$ cat config.mk
export PLATFORM = sky130hd
export DESIGN_NAME = counter_fifo_rate_monitor_top
export DESIGN_NICKNAME = d
export VERILOG_FILES = /design/src/cfrm_pkg.sv /design/src/cfrm_front.sv /design/src/cfrm_queue.sv /design/src/cfrm_mod.sv /design/src/cfrm_back.sv /design/src/counter_fifo_rate_monitor_top.sv
export SDC_FILE = /design/constraint.sdc
export NUM_CORES = 2
export LEC_CHECK = 0
export BUFFER_PORTS_ARGS = -buffer_cell sky130_fd_sc_hd__buf_2
export CORE_UTILIZATION = 40
export CTS_CLUSTER_DIAMETER = 40
export CTS_CLUSTER_SIZE = 8
export DETAILED_ROUTE_END_ITERATION = 10
export PLACE_DENSITY = 0.58
export SETUP_SLACK_MARGIN = 0.5
export SLEW_MARGIN = 20
export SYNTH_ARGS = -nofsm -noshare
export SYNTH_HDL_FRONTEND = slang
export SYNTH_HIERARCHICAL = 1
export SYNTH_SLANG_ARGS = --single-unit
$ cat constraint.sdc
create_clock -name i_clk -period 27.6 [get_ports i_clk]
set_input_delay 5.52 -clock i_clk [delete_from_list [all_inputs] [get_ports i_clk]]
set_output_delay 5.52 -clock i_clk [all_outputs]
set_load 0.1 [all_outputs]
$ cat src/cfrm_pkg.sv
// Shared types, codes and constants of the counter FIFO rate monitor.
`default_nettype none
package cfrm_pkg;

    localparam int KIND_W   = 2;
    localparam int IDX_W    = 5;
    localparam int VAL_W    = 32;
    localparam int RATE_W   = 39;
    localparam int STATE_W  = 3;
    localparam int IVL_W    = 3;
    localparam int NUM_W    = 6;
    localparam int MAXW_W   = 10;
    localparam int CFG_IX_W = 2;
    localparam int CFG_D_W  = 10;
    localparam int MULT_W   = 7;
    localparam int LOAD_W   = 10;
    localparam int DIV_CNT_W = 4;
    localparam int Q_DEPTH  = 2;
    localparam int Q_AW     = 1;
    localparam int Q_CW     = 2;

    localparam logic [KIND_W-1:0] KIND_LOAD  = 2'd0;
    localparam logic [KIND_W-1:0] KIND_WORD  = 2'd1;
    localparam logic [KIND_W-1:0] KIND_CLEAR = 2'd2;
    localparam logic [KIND_W-1:0] KIND_RESET = 2'd3;

    localparam logic [CFG_IX_W-1:0] CFG_INTERVAL = 2'd0;
    localparam logic [CFG_IX_W-1:0] CFG_NUM      = 2'd1;
    localparam logic [CFG_IX_W-1:0] CFG_MAXW     = 2'd2;

    localparam logic [IVL_W-1:0]  IVL_RESET  = 3'd0;
    localparam logic [NUM_W-1:0]  NUM_RESET  = 6'd24;
    localparam logic [MAXW_W-1:0] MAXW_RESET = 10'd480;
    localparam logic [IVL_W-1:0]  IVL_OFF    = 3'd0;

    localparam logic [VAL_W-1:0] LOAD_ERROR = 32'hFFFF_FFFF;

    localparam logic [STATE_W-1:0] ST_BOARD_ERROR = 3'd0;
    localparam logic [STATE_W-1:0] ST_EMPTY       = 3'd1;
    localparam logic [STATE_W-1:0] ST_SINGLE      = 3'd2;
    localparam logic [STATE_W-1:0] ST_MULTIPLE    = 3'd3;
    localparam logic [STATE_W-1:0] ST_OUTDATED    = 3'd4;
    localparam logic [STATE_W-1:0] ST_PARTIAL     = 3'd5;

    localparam logic RK_STATUS = 1'b0;
    localparam logic RK_RATE   = 1'b1;

    typedef enum logic [1:0] {
        OP_LOAD,
        OP_WORD,
        OP_CLEAR,
        OP_RESET
    } t_op;

    typedef struct packed {
        logic err;
        logic empty;
        logic single;
        logic below;
        logic nz;
    } t_load_flags;

    typedef struct packed {
        t_op               op;
        logic [IDX_W-1:0]  idx;
        logic [VAL_W-1:0]  value;
        logic              last;
        t_load_flags       lf;
    } t_cmd;

    typedef struct packed {
        logic                result_kind;
        logic [IDX_W-1:0]    rate_index;
        logic [RATE_W-1:0]   rate_tenths;
        logic [STATE_W-1:0]  fifo_state;
        logic [VAL_W-1:0]    adjusted_load;
        logic                last_rate;
    } t_result;

    typedef enum logic [2:0] {
        B_IDLE,
        B_LOAD,
        B_MOD,
        B_LDONE,
        B_RATE,
        B_RMW
    } t_bstate;

    // tenths-per-second factor for each interval code
    function automatic logic [MULT_W-1:0] rate_mult(input logic [IVL_W-1:0] code);
        logic [MULT_W-1:0] m;
        case (code)
            3'd1:    m = 7'd100;
            3'd2:    m = 7'd50;
            3'd3:    m = 7'd20;
            3'd4:    m = 7'd10;
            3'd5:    m = 7'd5;
            3'd6:    m = 7'd2;
            3'd7:    m = 7'd1;
            default: m = 7'd0;
        endcase
        return m;
    endfunction

endpackage
`default_nettype wire

$ cat src/cfrm_front.sv
// Front end: accepts input beats, decodes them and pre-classifies load reports.
`default_nettype none
module cfrm_front #(
    parameter int MAX_COUNTERS = 32
) (
    input  wire logic                           i_in_valid,
    output logic                                o_in_ready,
    input  wire logic [cfrm_pkg::KIND_W-1:0]    i_kind,
    input  wire logic [cfrm_pkg::IDX_W-1:0]     i_counter_index,
    input  wire logic [cfrm_pkg::VAL_W-1:0]     i_value,
    input  wire logic                           i_last_of_set,
    input  wire logic [cfrm_pkg::NUM_W-1:0]     i_num_counters,
    input  wire logic [cfrm_pkg::MAXW_W-1:0]    i_max_fifo_words,
    input  wire logic                           i_q_full,
    output logic                                o_q_push,
    output cfrm_pkg::t_cmd                      o_q_cmd
);

    logic w_in_range;
    logic w_keep;

    assign w_in_range = ({27'b0, i_counter_index} < 32'(MAX_COUNTERS));

    always_comb begin
        o_q_cmd.idx   = i_counter_index;
        o_q_cmd.value = i_value;
        o_q_cmd.last  = i_last_of_set;
        o_q_cmd.lf.err    = (i_value == cfrm_pkg::LOAD_ERROR);
        o_q_cmd.lf.empty  = (i_value == '0);
        o_q_cmd.lf.nz     = (i_num_counters != '0);
        o_q_cmd.lf.single = (i_num_counters != '0) &&
                            (i_value == {26'b0, i_num_counters});
        o_q_cmd.lf.below  = (i_value < {22'b0, i_max_fifo_words});
        w_keep = 1'b1;
        unique case (i_kind)
            cfrm_pkg::KIND_LOAD:  o_q_cmd.op = cfrm_pkg::OP_LOAD;
            cfrm_pkg::KIND_WORD: begin
                o_q_cmd.op = cfrm_pkg::OP_WORD;
                w_keep     = w_in_range;
            end
            cfrm_pkg::KIND_CLEAR: o_q_cmd.op = cfrm_pkg::OP_CLEAR;
            default: begin
                o_q_cmd.op = cfrm_pkg::OP_RESET;
                w_keep     = w_in_range;
            end
        endcase
    end

    assign o_in_ready = !i_q_full;
    // out-of-range words are taken and dropped here
    assign o_q_push   = i_in_valid && !i_q_full && w_keep;

endmodule
`default_nettype wire

$ cat src/cfrm_queue.sv
// Short command queue between the front end and the back end.
`default_nettype none
module cfrm_queue (
    input  wire logic           i_clk,
    input  wire logic           i_rst_n,
    input  wire logic           i_push,
    input  wire cfrm_pkg::t_cmd i_cmd,
    output logic                o_full,
    input  wire logic           i_pop,
    output logic                o_valid,
    output cfrm_pkg::t_cmd      o_cmd
);

    cfrm_pkg::t_cmd                 r_mem [cfrm_pkg::Q_DEPTH];
    logic [cfrm_pkg::Q_AW-1:0]      r_wp;
    logic [cfrm_pkg::Q_AW-1:0]      r_rp;
    logic [cfrm_pkg::Q_CW-1:0]      r_count;

    assign o_full  = (r_count == cfrm_pkg::Q_CW'(cfrm_pkg::Q_DEPTH));
    assign o_valid = (r_count != '0);
    assign o_cmd   = r_mem[r_rp];

    always_ff @(posedge i_clk) begin
        if (!i_rst_n) begin
            r_wp    <= '0;
            r_rp    <= '0;
            r_count <= '0;
        end else begin
            if (i_push) begin
                r_wp <= r_wp + 1'b1;
            end
            if (i_pop) begin
                r_rp <= r_rp + 1'b1;
            end
            if (i_push && !i_pop) begin
                r_count <= r_count + 1'b1;
            end else if (!i_push && i_pop) begin
                r_count <= r_count - 1'b1;
            end
        end
    end

    always_ff @(posedge i_clk) begin
        if (i_push) begin
            r_mem[r_wp] <= i_cmd;
        end
    end

endmodule
`default_nettype wire

$ cat src/cfrm_mod.sv
// Bit-serial remainder unit: load modulo counters-per-set, one bit per cycle.
`default_nettype none
module cfrm_mod (
    input  wire logic                           i_clk,
    input  wire logic                           i_rst_n,
    input  wire logic                           i_start,
    input  wire logic [cfrm_pkg::LOAD_W-1:0]    i_dividend,
    input  wire logic [cfrm_pkg::NUM_W-1:0]     i_divisor,
    output logic                                o_busy,
    output logic [cfrm_pkg::NUM_W-1:0]          o_rem
);

    logic                               r_busy;
    logic [cfrm_pkg::DIV_CNT_W-1:0]     r_cnt;
    logic [cfrm_pkg::LOAD_W-1:0]        r_sh;
    logic [cfrm_pkg::NUM_W-1:0]         r_rem;
    logic [cfrm_pkg::NUM_W-1:0]         r_div;
    logic [cfrm_pkg::NUM_W:0]           w_trial;
    logic [cfrm_pkg::NUM_W-1:0]         n_rem;

    always_comb begin
        w_trial = {r_rem, r_sh[cfrm_pkg::LOAD_W-1]};
        if (w_trial >= {1'b0, r_div}) begin
            n_rem = cfrm_pkg::NUM_W'(w_trial - {1'b0, r_div});
        end else begin
            n_rem = w_trial[cfrm_pkg::NUM_W-1:0];
        end
    end

    always_ff @(posedge i_clk) begin
        if (!i_rst_n) begin
            r_busy <= 1'b0;
            r_cnt  <= '0;
        end else if (i_start) begin
            r_busy <= 1'b1;
            r_cnt  <= cfrm_pkg::DIV_CNT_W'(cfrm_pkg::LOAD_W);
        end else if (r_busy) begin
            r_cnt <= r_cnt - 1'b1;
            if (r_cnt == cfrm_pkg::DIV_CNT_W'(1)) begin
                r_busy <= 1'b0;
            end
        end
    end

    always_ff @(posedge i_clk) begin
        if (i_start) begin
            r_sh  <= i_dividend;
            r_div <= i_divisor;
            r_rem <= '0;
        end else if (r_busy) begin
            r_sh  <= {r_sh[cfrm_pkg::LOAD_W-2:0], 1'b0};
            r_rem <= n_rem;
        end
    end

    assign o_busy = r_busy;
    assign o_rem  = r_rem;

endmodule
`default_nettype wire

$ cat src/cfrm_back.sv
// Back end: executes queued commands, keeps the counter store and the result register.
`default_nettype none
module cfrm_back #(
    parameter int MAX_COUNTERS = 32
) (
    input  wire logic                           i_clk,
    input  wire logic                           i_rst_n,
    input  wire logic                           i_q_valid,
    input  wire cfrm_pkg::t_cmd                 i_q_cmd,
    output logic                                o_q_pop,
    input  wire logic [cfrm_pkg::IVL_W-1:0]     i_interval,
    input  wire logic [cfrm_pkg::NUM_W-1:0]     i_num_counters,
    input  wire logic                           i_drop_set,
    output logic                                o_out_valid,
    input  wire logic                           i_out_ready,
    output cfrm_pkg::t_result                   o_result
);

    localparam int AW = (MAX_COUNTERS > 1) ? $clog2(MAX_COUNTERS) : 1;

    cfrm_pkg::t_bstate              r_state;
    cfrm_pkg::t_bstate              n_state;
    cfrm_pkg::t_cmd                 r_cmd;
    logic                           r_have_set;
    logic                           r_out_valid;
    cfrm_pkg::t_result              r_result;
    cfrm_pkg::t_result              n_result;
    logic [cfrm_pkg::VAL_W-1:0]     r_mem [MAX_COUNTERS];
    logic [cfrm_pkg::VAL_W-1:0]     r_rd;

    logic                           w_out_free;
    logic                           w_emit;
    logic                           w_need_mod;
    logic                           w_mod_start;
    logic                           w_mod_busy;
    logic [cfrm_pkg::NUM_W-1:0]     w_rem;
    logic                           w_out_wr;
    logic                           w_mem_re;
    logic                           w_mem_we;
    logic [AW-1:0]                  w_waddr;
    logic [AW-1:0]                  w_raddr;
    logic [cfrm_pkg::VAL_W-1:0]     w_wdata;
    logic [AW+cfrm_pkg::IDX_W-1:0]  w_q_idx;
    logic [AW+cfrm_pkg::IDX_W-1:0]  w_c_idx;
    logic [cfrm_pkg::VAL_W-1:0]     w_diff;
    logic [cfrm_pkg::RATE_W-1:0]    w_prod;

    assign w_out_free = !r_out_valid || i_out_ready;
    assign w_emit     = r_have_set && (i_interval != cfrm_pkg::IVL_OFF);
    assign w_need_mod = r_cmd.lf.nz && !r_cmd.lf.err && !r_cmd.lf.empty &&
                        !r_cmd.lf.single && r_cmd.lf.below;
    assign w_q_idx    = {{AW{1'b0}}, i_q_cmd.idx};
    assign w_c_idx    = {{AW{1'b0}}, r_cmd.idx};
    assign w_diff     = r_cmd.value - r_rd;
    assign w_prod     = cfrm_pkg::RATE_W'(w_diff) *
                        cfrm_pkg::RATE_W'(cfrm_pkg::rate_mult(i_interval));

    cfrm_mod u_mod (
        .i_clk      (i_clk),
        .i_rst_n    (i_rst_n),
        .i_start    (w_mod_start),
        .i_dividend (r_cmd.value[cfrm_pkg::LOAD_W-1:0]),
        .i_divisor  (i_num_counters),
        .o_busy     (w_mod_busy),
        .o_rem      (w_rem)
    );

    always_comb begin
        n_state = r_state;
        unique case (r_state)
            cfrm_pkg::B_IDLE: begin
                if (i_q_valid) begin
                    unique case (i_q_cmd.op)
                        cfrm_pkg::OP_LOAD: n_state = cfrm_pkg::B_LOAD;
                        cfrm_pkg::OP_WORD: begin
                            if (w_emit) n_state = cfrm_pkg::B_RATE;
                        end
                        cfrm_pkg::OP_RESET: begin
                            if (r_have_set) n_state = cfrm_pkg::B_RMW;
                        end
                        default: n_state = cfrm_pkg::B_IDLE;
                    endcase
                end
            end
            cfrm_pkg::B_LOAD: begin
                if (w_need_mod) begin
                    n_state = cfrm_pkg::B_MOD;
                end else if (w_out_free) begin
                    n_state = cfrm_pkg::B_IDLE;
                end
            end
            cfrm_pkg::B_MOD: begin
                if (!w_mod_busy) n_state = cfrm_pkg::B_LDONE;
            end
            cfrm_pkg::B_LDONE, cfrm_pkg::B_RATE: begin
                if (w_out_free) n_state = cfrm_pkg::B_IDLE;
            end
            default: n_state = cfrm_pkg::B_IDLE;
        endcase
    end

    always_comb begin
        o_q_pop     = (r_state == cfrm_pkg::B_IDLE) && i_q_valid;
        w_mod_start = (r_state == cfrm_pkg::B_LOAD) && w_need_mod;
        w_out_wr    = w_out_free &&
                      (((r_state == cfrm_pkg::B_LOAD) && !w_need_mod) ||
                       (r_state == cfrm_pkg::B_LDONE) ||
                       (r_state == cfrm_pkg::B_RATE));
        w_mem_re    = o_q_pop;
        w_raddr     = w_q_idx[AW-1:0];
        if (r_state == cfrm_pkg::B_RMW) begin
            w_mem_we = 1'b1;
            w_waddr  = w_c_idx[AW-1:0];
            w_wdata  = r_rd - r_cmd.value;
        end else begin
            w_mem_we = o_q_pop && (i_q_cmd.op == cfrm_pkg::OP_WORD);
            w_waddr  = w_q_idx[AW-1:0];
            w_wdata  = i_q_cmd.value;
        end
    end

    always_comb begin
        n_result               = '0;
        n_result.result_kind   = cfrm_pkg::RK_STATUS;
        n_result.adjusted_load = r_cmd.value;
        if (r_state == cfrm_pkg::B_RATE) begin
            n_result.result_kind   = cfrm_pkg::RK_RATE;
            n_result.rate_index    = r_cmd.idx;
            n_result.rate_tenths   = w_prod;
            n_result.last_rate     = r_cmd.last;
            n_result.adjusted_load = '0;
        end else if (r_state == cfrm_pkg::B_LDONE) begin
            if (w_rem == '0) begin
                n_result.fifo_state = cfrm_pkg::ST_MULTIPLE;
            end else begin
                n_result.fifo_state    = cfrm_pkg::ST_PARTIAL;
                n_result.adjusted_load = r_cmd.value +
                                         cfrm_pkg::VAL_W'(i_num_counters - w_rem);
            end
        end else begin
            if (r_cmd.lf.err) begin
                n_result.fifo_state = cfrm_pkg::ST_BOARD_ERROR;
            end else if (r_cmd.lf.empty) begin
                n_result.fifo_state = cfrm_pkg::ST_EMPTY;
            end else if (r_cmd.lf.single) begin
                n_result.fifo_state = cfrm_pkg::ST_SINGLE;
            end else if (!r_cmd.lf.below) begin
                n_result.fifo_state = cfrm_pkg::ST_OUTDATED;
            end else begin
                n_result.fifo_state = cfrm_pkg::ST_PARTIAL;
            end
        end
    end

    always_ff @(posedge i_clk) begin
        if (!i_rst_n) begin
            r_state     <= cfrm_pkg::B_IDLE;
            r_have_set  <= 1'b0;
            r_out_valid <= 1'b0;
        end else begin
            r_state <= n_state;
            if (i_drop_set) begin
                r_have_set <= 1'b0;
            end else if (o_q_pop && (i_q_cmd.op == cfrm_pkg::OP_CLEAR)) begin
                r_have_set <= 1'b0;
            end else if (o_q_pop && (i_q_cmd.op == cfrm_pkg::OP_WORD) && i_q_cmd.last) begin
                r_have_set <= 1'b1;
            end
            if (w_out_wr) begin
                r_out_valid <= 1'b1;
            end else if (i_out_ready) begin
                r_out_valid <= 1'b0;
            end
        end
    end

    always_ff @(posedge i_clk) begin
        if (o_q_pop) begin
            r_cmd <= i_q_cmd;
        end
        if (w_out_wr) begin
            r_result <= n_result;
        end
    end

    always_ff @(posedge i_clk) begin
        if (w_mem_re) begin
            r_rd <= r_mem[w_raddr];
        end
        if (w_mem_we) begin
            r_mem[w_waddr] <= w_wdata;
        end
    end

    assign o_out_valid = r_out_valid;
    assign o_result    = r_result;

endmodule
`default_nettype wire

$ cat src/counter_fifo_rate_monitor_top.sv
// Top level of the counter FIFO rate monitor: configuration registers and block wiring.
`default_nettype none
// Classifies FIFO load reports and turns streamed counter words into rates in
// tenths per second. Input beats pass a decoder into a two-entry queue, so up to
// two beats are taken while the back end works or a result waits to be taken.
// The back end runs one command at a time: a counter word that yields a rate, a
// reset word while a set is held, or a load whose class follows from compares
// alone reads the counter store as it is popped, then does the store write or
// writes the result register. A load report below max_fifo_words that needs the
// remainder by num_counters first waits on the 10-step bit-serial remainder unit.
// Clear items and the other counter and reset words finish as they are popped; words with an
// index at or above MAX_COUNTERS are dropped at the input. A result waiting to be
// taken holds the back end. Configuration writes are always ready and must only
// be issued while the block is idle.
module counter_fifo_rate_monitor_top #(
    parameter int MAX_COUNTERS = 32
) (
    input  wire logic                               i_clk,
    input  wire logic                               i_rst_n,
    input  wire logic                               i_in_valid,
    output logic                                    o_in_ready,
    input  wire logic [cfrm_pkg::KIND_W-1:0]        i_kind,
    input  wire logic [cfrm_pkg::IDX_W-1:0]         i_counter_index,
    input  wire logic [cfrm_pkg::VAL_W-1:0]         i_value,
    input  wire logic                               i_last_of_set,
    output logic                                    o_out_valid,
    input  wire logic                               i_out_ready,
    output logic                                    o_result_kind,
    output logic [cfrm_pkg::IDX_W-1:0]              o_rate_index,
    output logic [cfrm_pkg::RATE_W-1:0]             o_rate_tenths,
    output logic [cfrm_pkg::STATE_W-1:0]            o_fifo_state,
    output logic [cfrm_pkg::VAL_W-1:0]              o_adjusted_load,
    output logic                                    o_last_rate,
    input  wire logic                               i_cfg_valid,
    output logic                                    o_cfg_ready,
    input  wire logic [cfrm_pkg::CFG_IX_W-1:0]      i_cfg_index,
    input  wire logic [cfrm_pkg::CFG_D_W-1:0]       i_cfg_data
);

    logic [cfrm_pkg::IVL_W-1:0]     r_interval;
    logic [cfrm_pkg::NUM_W-1:0]     r_num_counters;
    logic [cfrm_pkg::MAXW_W-1:0]    r_max_fifo_words;
    logic                           w_cfg_wr;
    logic                           w_drop_set;
    logic                           w_q_full;
    logic                           w_q_push;
    logic                           w_q_pop;
    logic                           w_q_valid;
    cfrm_pkg::t_cmd                 w_push_cmd;
    cfrm_pkg::t_cmd                 w_head_cmd;
    cfrm_pkg::t_result              w_result;

    assign o_cfg_ready = 1'b1;
    assign w_cfg_wr    = i_cfg_valid;
    assign w_drop_set  = w_cfg_wr && (i_cfg_index == cfrm_pkg::CFG_INTERVAL) &&
                         (i_cfg_data[cfrm_pkg::IVL_W-1:0] != r_interval);

    always_ff @(posedge i_clk) begin
        if (!i_rst_n) begin
            r_interval       <= cfrm_pkg::IVL_RESET;
            r_num_counters   <= cfrm_pkg::NUM_RESET;
            r_max_fifo_words <= cfrm_pkg::MAXW_RESET;
        end else if (w_cfg_wr) begin
            unique case (i_cfg_index)
                cfrm_pkg::CFG_INTERVAL: r_interval <= i_cfg_data[cfrm_pkg::IVL_W-1:0];
                cfrm_pkg::CFG_NUM:      r_num_counters <= i_cfg_data[cfrm_pkg::NUM_W-1:0];
                cfrm_pkg::CFG_MAXW:     r_max_fifo_words <= i_cfg_data;
                default: ;
            endcase
        end
    end

    cfrm_front #(
        .MAX_COUNTERS (MAX_COUNTERS)
    ) u_front (
        .i_in_valid       (i_in_valid),
        .o_in_ready       (o_in_ready),
        .i_kind           (i_kind),
        .i_counter_index  (i_counter_index),
        .i_value          (i_value),
        .i_last_of_set    (i_last_of_set),
        .i_num_counters   (r_num_counters),
        .i_max_fifo_words (r_max_fifo_words),
        .i_q_full         (w_q_full),
        .o_q_push         (w_q_push),
        .o_q_cmd          (w_push_cmd)
    );

    cfrm_queue u_queue (
        .i_clk   (i_clk),
        .i_rst_n (i_rst_n),
        .i_push  (w_q_push),
        .i_cmd   (w_push_cmd),
        .o_full  (w_q_full),
        .i_pop   (w_q_pop),
        .o_valid (w_q_valid),
        .o_cmd   (w_head_cmd)
    );

    cfrm_back #(
        .MAX_COUNTERS (MAX_COUNTERS)
    ) u_back (
        .i_clk          (i_clk),
        .i_rst_n        (i_rst_n),
        .i_q_valid      (w_q_valid),
        .i_q_cmd        (w_head_cmd),
        .o_q_pop        (w_q_pop),
        .i_interval     (r_interval),
        .i_num_counters (r_num_counters),
        .i_drop_set     (w_drop_set),
        .o_out_valid    (o_out_valid),
        .i_out_ready    (i_out_ready),
        .o_result       (w_result)
    );

    assign o_result_kind   = w_result.result_kind;
    assign o_rate_index    = w_result.rate_index;
    assign o_rate_tenths   = w_result.rate_tenths;
    assign o_fifo_state    = w_result.fifo_state;
    assign o_adjusted_load = w_result.adjusted_load;
    assign o_last_rate     = w_result.last_rate;

endmodule
`default_nettype wire
==> results.ini <==
[logic_synthesis]
syn_inst=4046
synth_area_sq_mm=0.0634
synth_nets=4436
synth_ff_type=edfxtp_1
synthArstFlopShare=0
synth_cell_types=93
synth_top_cell_by_area=edfxtp_1
ys_ff_latch=1326
synth-edff-count=1286
synthTopCellsByArea=edfxtp_1 61%, mux4_2 11%, fa_1 4.9%
yosysTopAreaCellShare=0.609
ys_warn_count=6
yosysSeqAreaShare=0.622
syn_avg_cell_area_sq_um=15.7

[placement]
place_area_sq_mm=0.0668
dp.cells=6118
place_congestion=0.919
detailedPlace.worstSlack_ns=19.26
port-buffer-count=139
dp_hpwl_um=103000

[timing]
clock_skew_ns=0.0638
maxSlewHeadroom=0.210
worst_pin_slew_ns=1.18
fin_crit_ns=8.49
fmax_mhz=118
rsz0062_at_grt=false
finalMaxSlewViolations=0
min_period_over_period=0.308
finalSetupTns_ns=0
fin_ws_ns=19.11
setup_violations=0
hold_viol=0

[detailed_routing]
drt-total-wl_um=168000
num_vias=36100
vias_per_cell=5.62
drt_iter0_drc=3632
wire_per_inst_um=26.1
drcViolationCount=0
firstDrtPassIters=5
ant_nets=0

[power_and_ir_drop]
irDropWorstVdd_mv=0.0829
powerDensity_mw_per_mm2=114
leakage_nw=26.1

[cells_and_area]
finalNonFillerCells=6417
mostFrequentLayoutCell=edfxtp_1
postLayoutCoreUtil=0.466
layout.nets=4657
synthToLayoutAreaGrowth_pct=15.2
final_cell_mix=1286 x edfxtp_1, 320 x mux4_2, 268 x nor2_1
final_area_sq_mm=0.0730
drive_above_1_share=0.228

[critical_path]
required_ns=28.09
critical_path.slowest_cell=xnor2_1
cp.arrival_ns=8.98
reg2reg_to=u_back/o_result[74]
r2r_cells=29
crit_top_cell=fa_1
slowest_delay_ns=0.72
rr_startpoint=u_back/r_cmd[6]
worstSetupEndpointType=flip-flop
worst-path-max-fanout=8
crit_type=flip-flop to flip-flop
reg2reg_slack_ns=19.11
crit_end=u_back/o_result[74]
worstSetupStartpointType=flip-flop
startpoint=u_back/r_cmd[6]

[clock_tree]
cts_tree=done
clock_latency_ns=0.82
post-cts-setup-buffers=0
cts_inserted_buffers=205
post_cts_resized=0
hold_buffers=0
cts.path.max_buffers=3
clock_sinks=1326
cts_max_level=4
cts-root-buf=clkbuf_16
path_clk_slew_ns=0.05

[global_route]
grt_max_degree=119
grt_pass1_wl_um=248000
grt_overflow=0
grt_usage=0.212
first_global_vias=36800
antenna_found_initial=7

[die]
die_w_um=400
coreArea_sq_mm=0.157
initial_core_util=0.404
rows=145
fp.dieH_um=400
io_pins=141
die_area_sq_mm=0.160

[run_status]
status=finished, final reports clean

[job]
maxCapViolations=0

[hold_path]
hp-class=flip-flop to flip-flop

[logic make-up after synthesis]
logic type,synth area share
flops,0.622
buf+inv,0.0316
xor+xnor,0.0181
compound gates,0.0521
mux,0.131
fa+ha+maj,0.0840
simple gates,0.0617
other cells,0.0000591
[worst min-delay path by stage]
stage | from | endpoint | cells past startpoint
floorplan | r_max_fifo_words[6] | r_max_fifo_words[6] | 2
global placement | r_max_fifo_words[1] | r_max_fifo_words[1] | 2
detailed placement | r_max_fifo_words[3] | r_max_fifo_words[3] | 2
CTS | r_max_fifo_words[3] | r_max_fifo_words[3] | 2
global route | r_max_fifo_words[5] | r_max_fifo_words[5] | 2
finish | r_max_fifo_words[3] | r_max_fifo_words[3] | 2
[sequential cells by signal (all words and copies together) (netlist names), 2 cells and up, named ones only]
signal and flops:
r_max_fifo_words 10, u_back/r_rd 32, r_num_counters 6, u_back/r_state 3, u_back/o_result 81, u_back/u_mod/r_cnt 4, u_back/r_cmd 43, u_back/u_mod/r_sh 10
u_back/u_mod/o_rem 6, u_back/r_mem 1024, u_queue/r_count 2, r_interval 3, u_back/u_mod/r_div 6, u_queue/r_mem 90
[worst max-delay path: cells and delay by family (launching register included)]
kind	cells	cell delay, ns
AOI/OAI and AO/OA	14	3.42
and+or+nand+nor	2	0.22
DFF	1	0.45
xor gates and xnor gates	2	0.88
adders and majority gates	7	2.96
buffers and inverters	4	0.24
[metal layers]
metal	wire length [um]	vias up	global-route usage
li1	-	15700	-
met4	3870	4	0.0584
met5	21	-	0
met2	79700	1192	0.341
met3	10700	226	0.0352
met1	73300	18900	0.298
[per-stage QoR]
stage	total power, W	hold WS, ns
global placement	0.00601	0.454
global route	0.00874	0.483
finish	0.00832	0.463
floorplan	0.00502	0.441
detailed placement	0.00603	0.460
CTS	0.00836	0.466
[layout make-up]
| type | instances | area [sq um] |
|---|---|---|
| clock buffers | 239 | 5280 |
| clock inverters | 59 | 840 |
| inverters | 261 | 980 |
| well taps | 2058 | 2570 |
| flip-flops and latches | 1326 | 39400 |
| diodes | 1 | 2.50 |
| fillers | 13500 | 83700 |
| repair buffers | 234 | 1430 |
| multi-input cells | 2239 | 22500 |
[Yosys cell counts (all sizes together), types with 9 or more instances]
library cell and count:
mux4 320, nor2b 29, nor3 30, nor2 301
nor4 13, o21a 11, nand2 252, and3 26
a211oi 25, nand4 32, edfxtp 1286, mux2 86
nand3 44, ha 179, nor3b 9, buf 81
a21o 75, or2 15, dfxtp 40, a21boi 15
a21oi 162, clkbuf 139, o21ai 105, a31oi 14
xnor2 63, o31ai 10, o21bai 20, inv 260
and2 26, a311oi 9, nand2b 37, fa 154
mux2i 12, xor2 67
[report_power, final]
group / internal [W] / switching (W)
logic: 0.00113 / 0.00225
registers: 0.00253 / 0.000101
clock network: 0.00144 / 0.000875
Power figures use the tool's default switching activity.
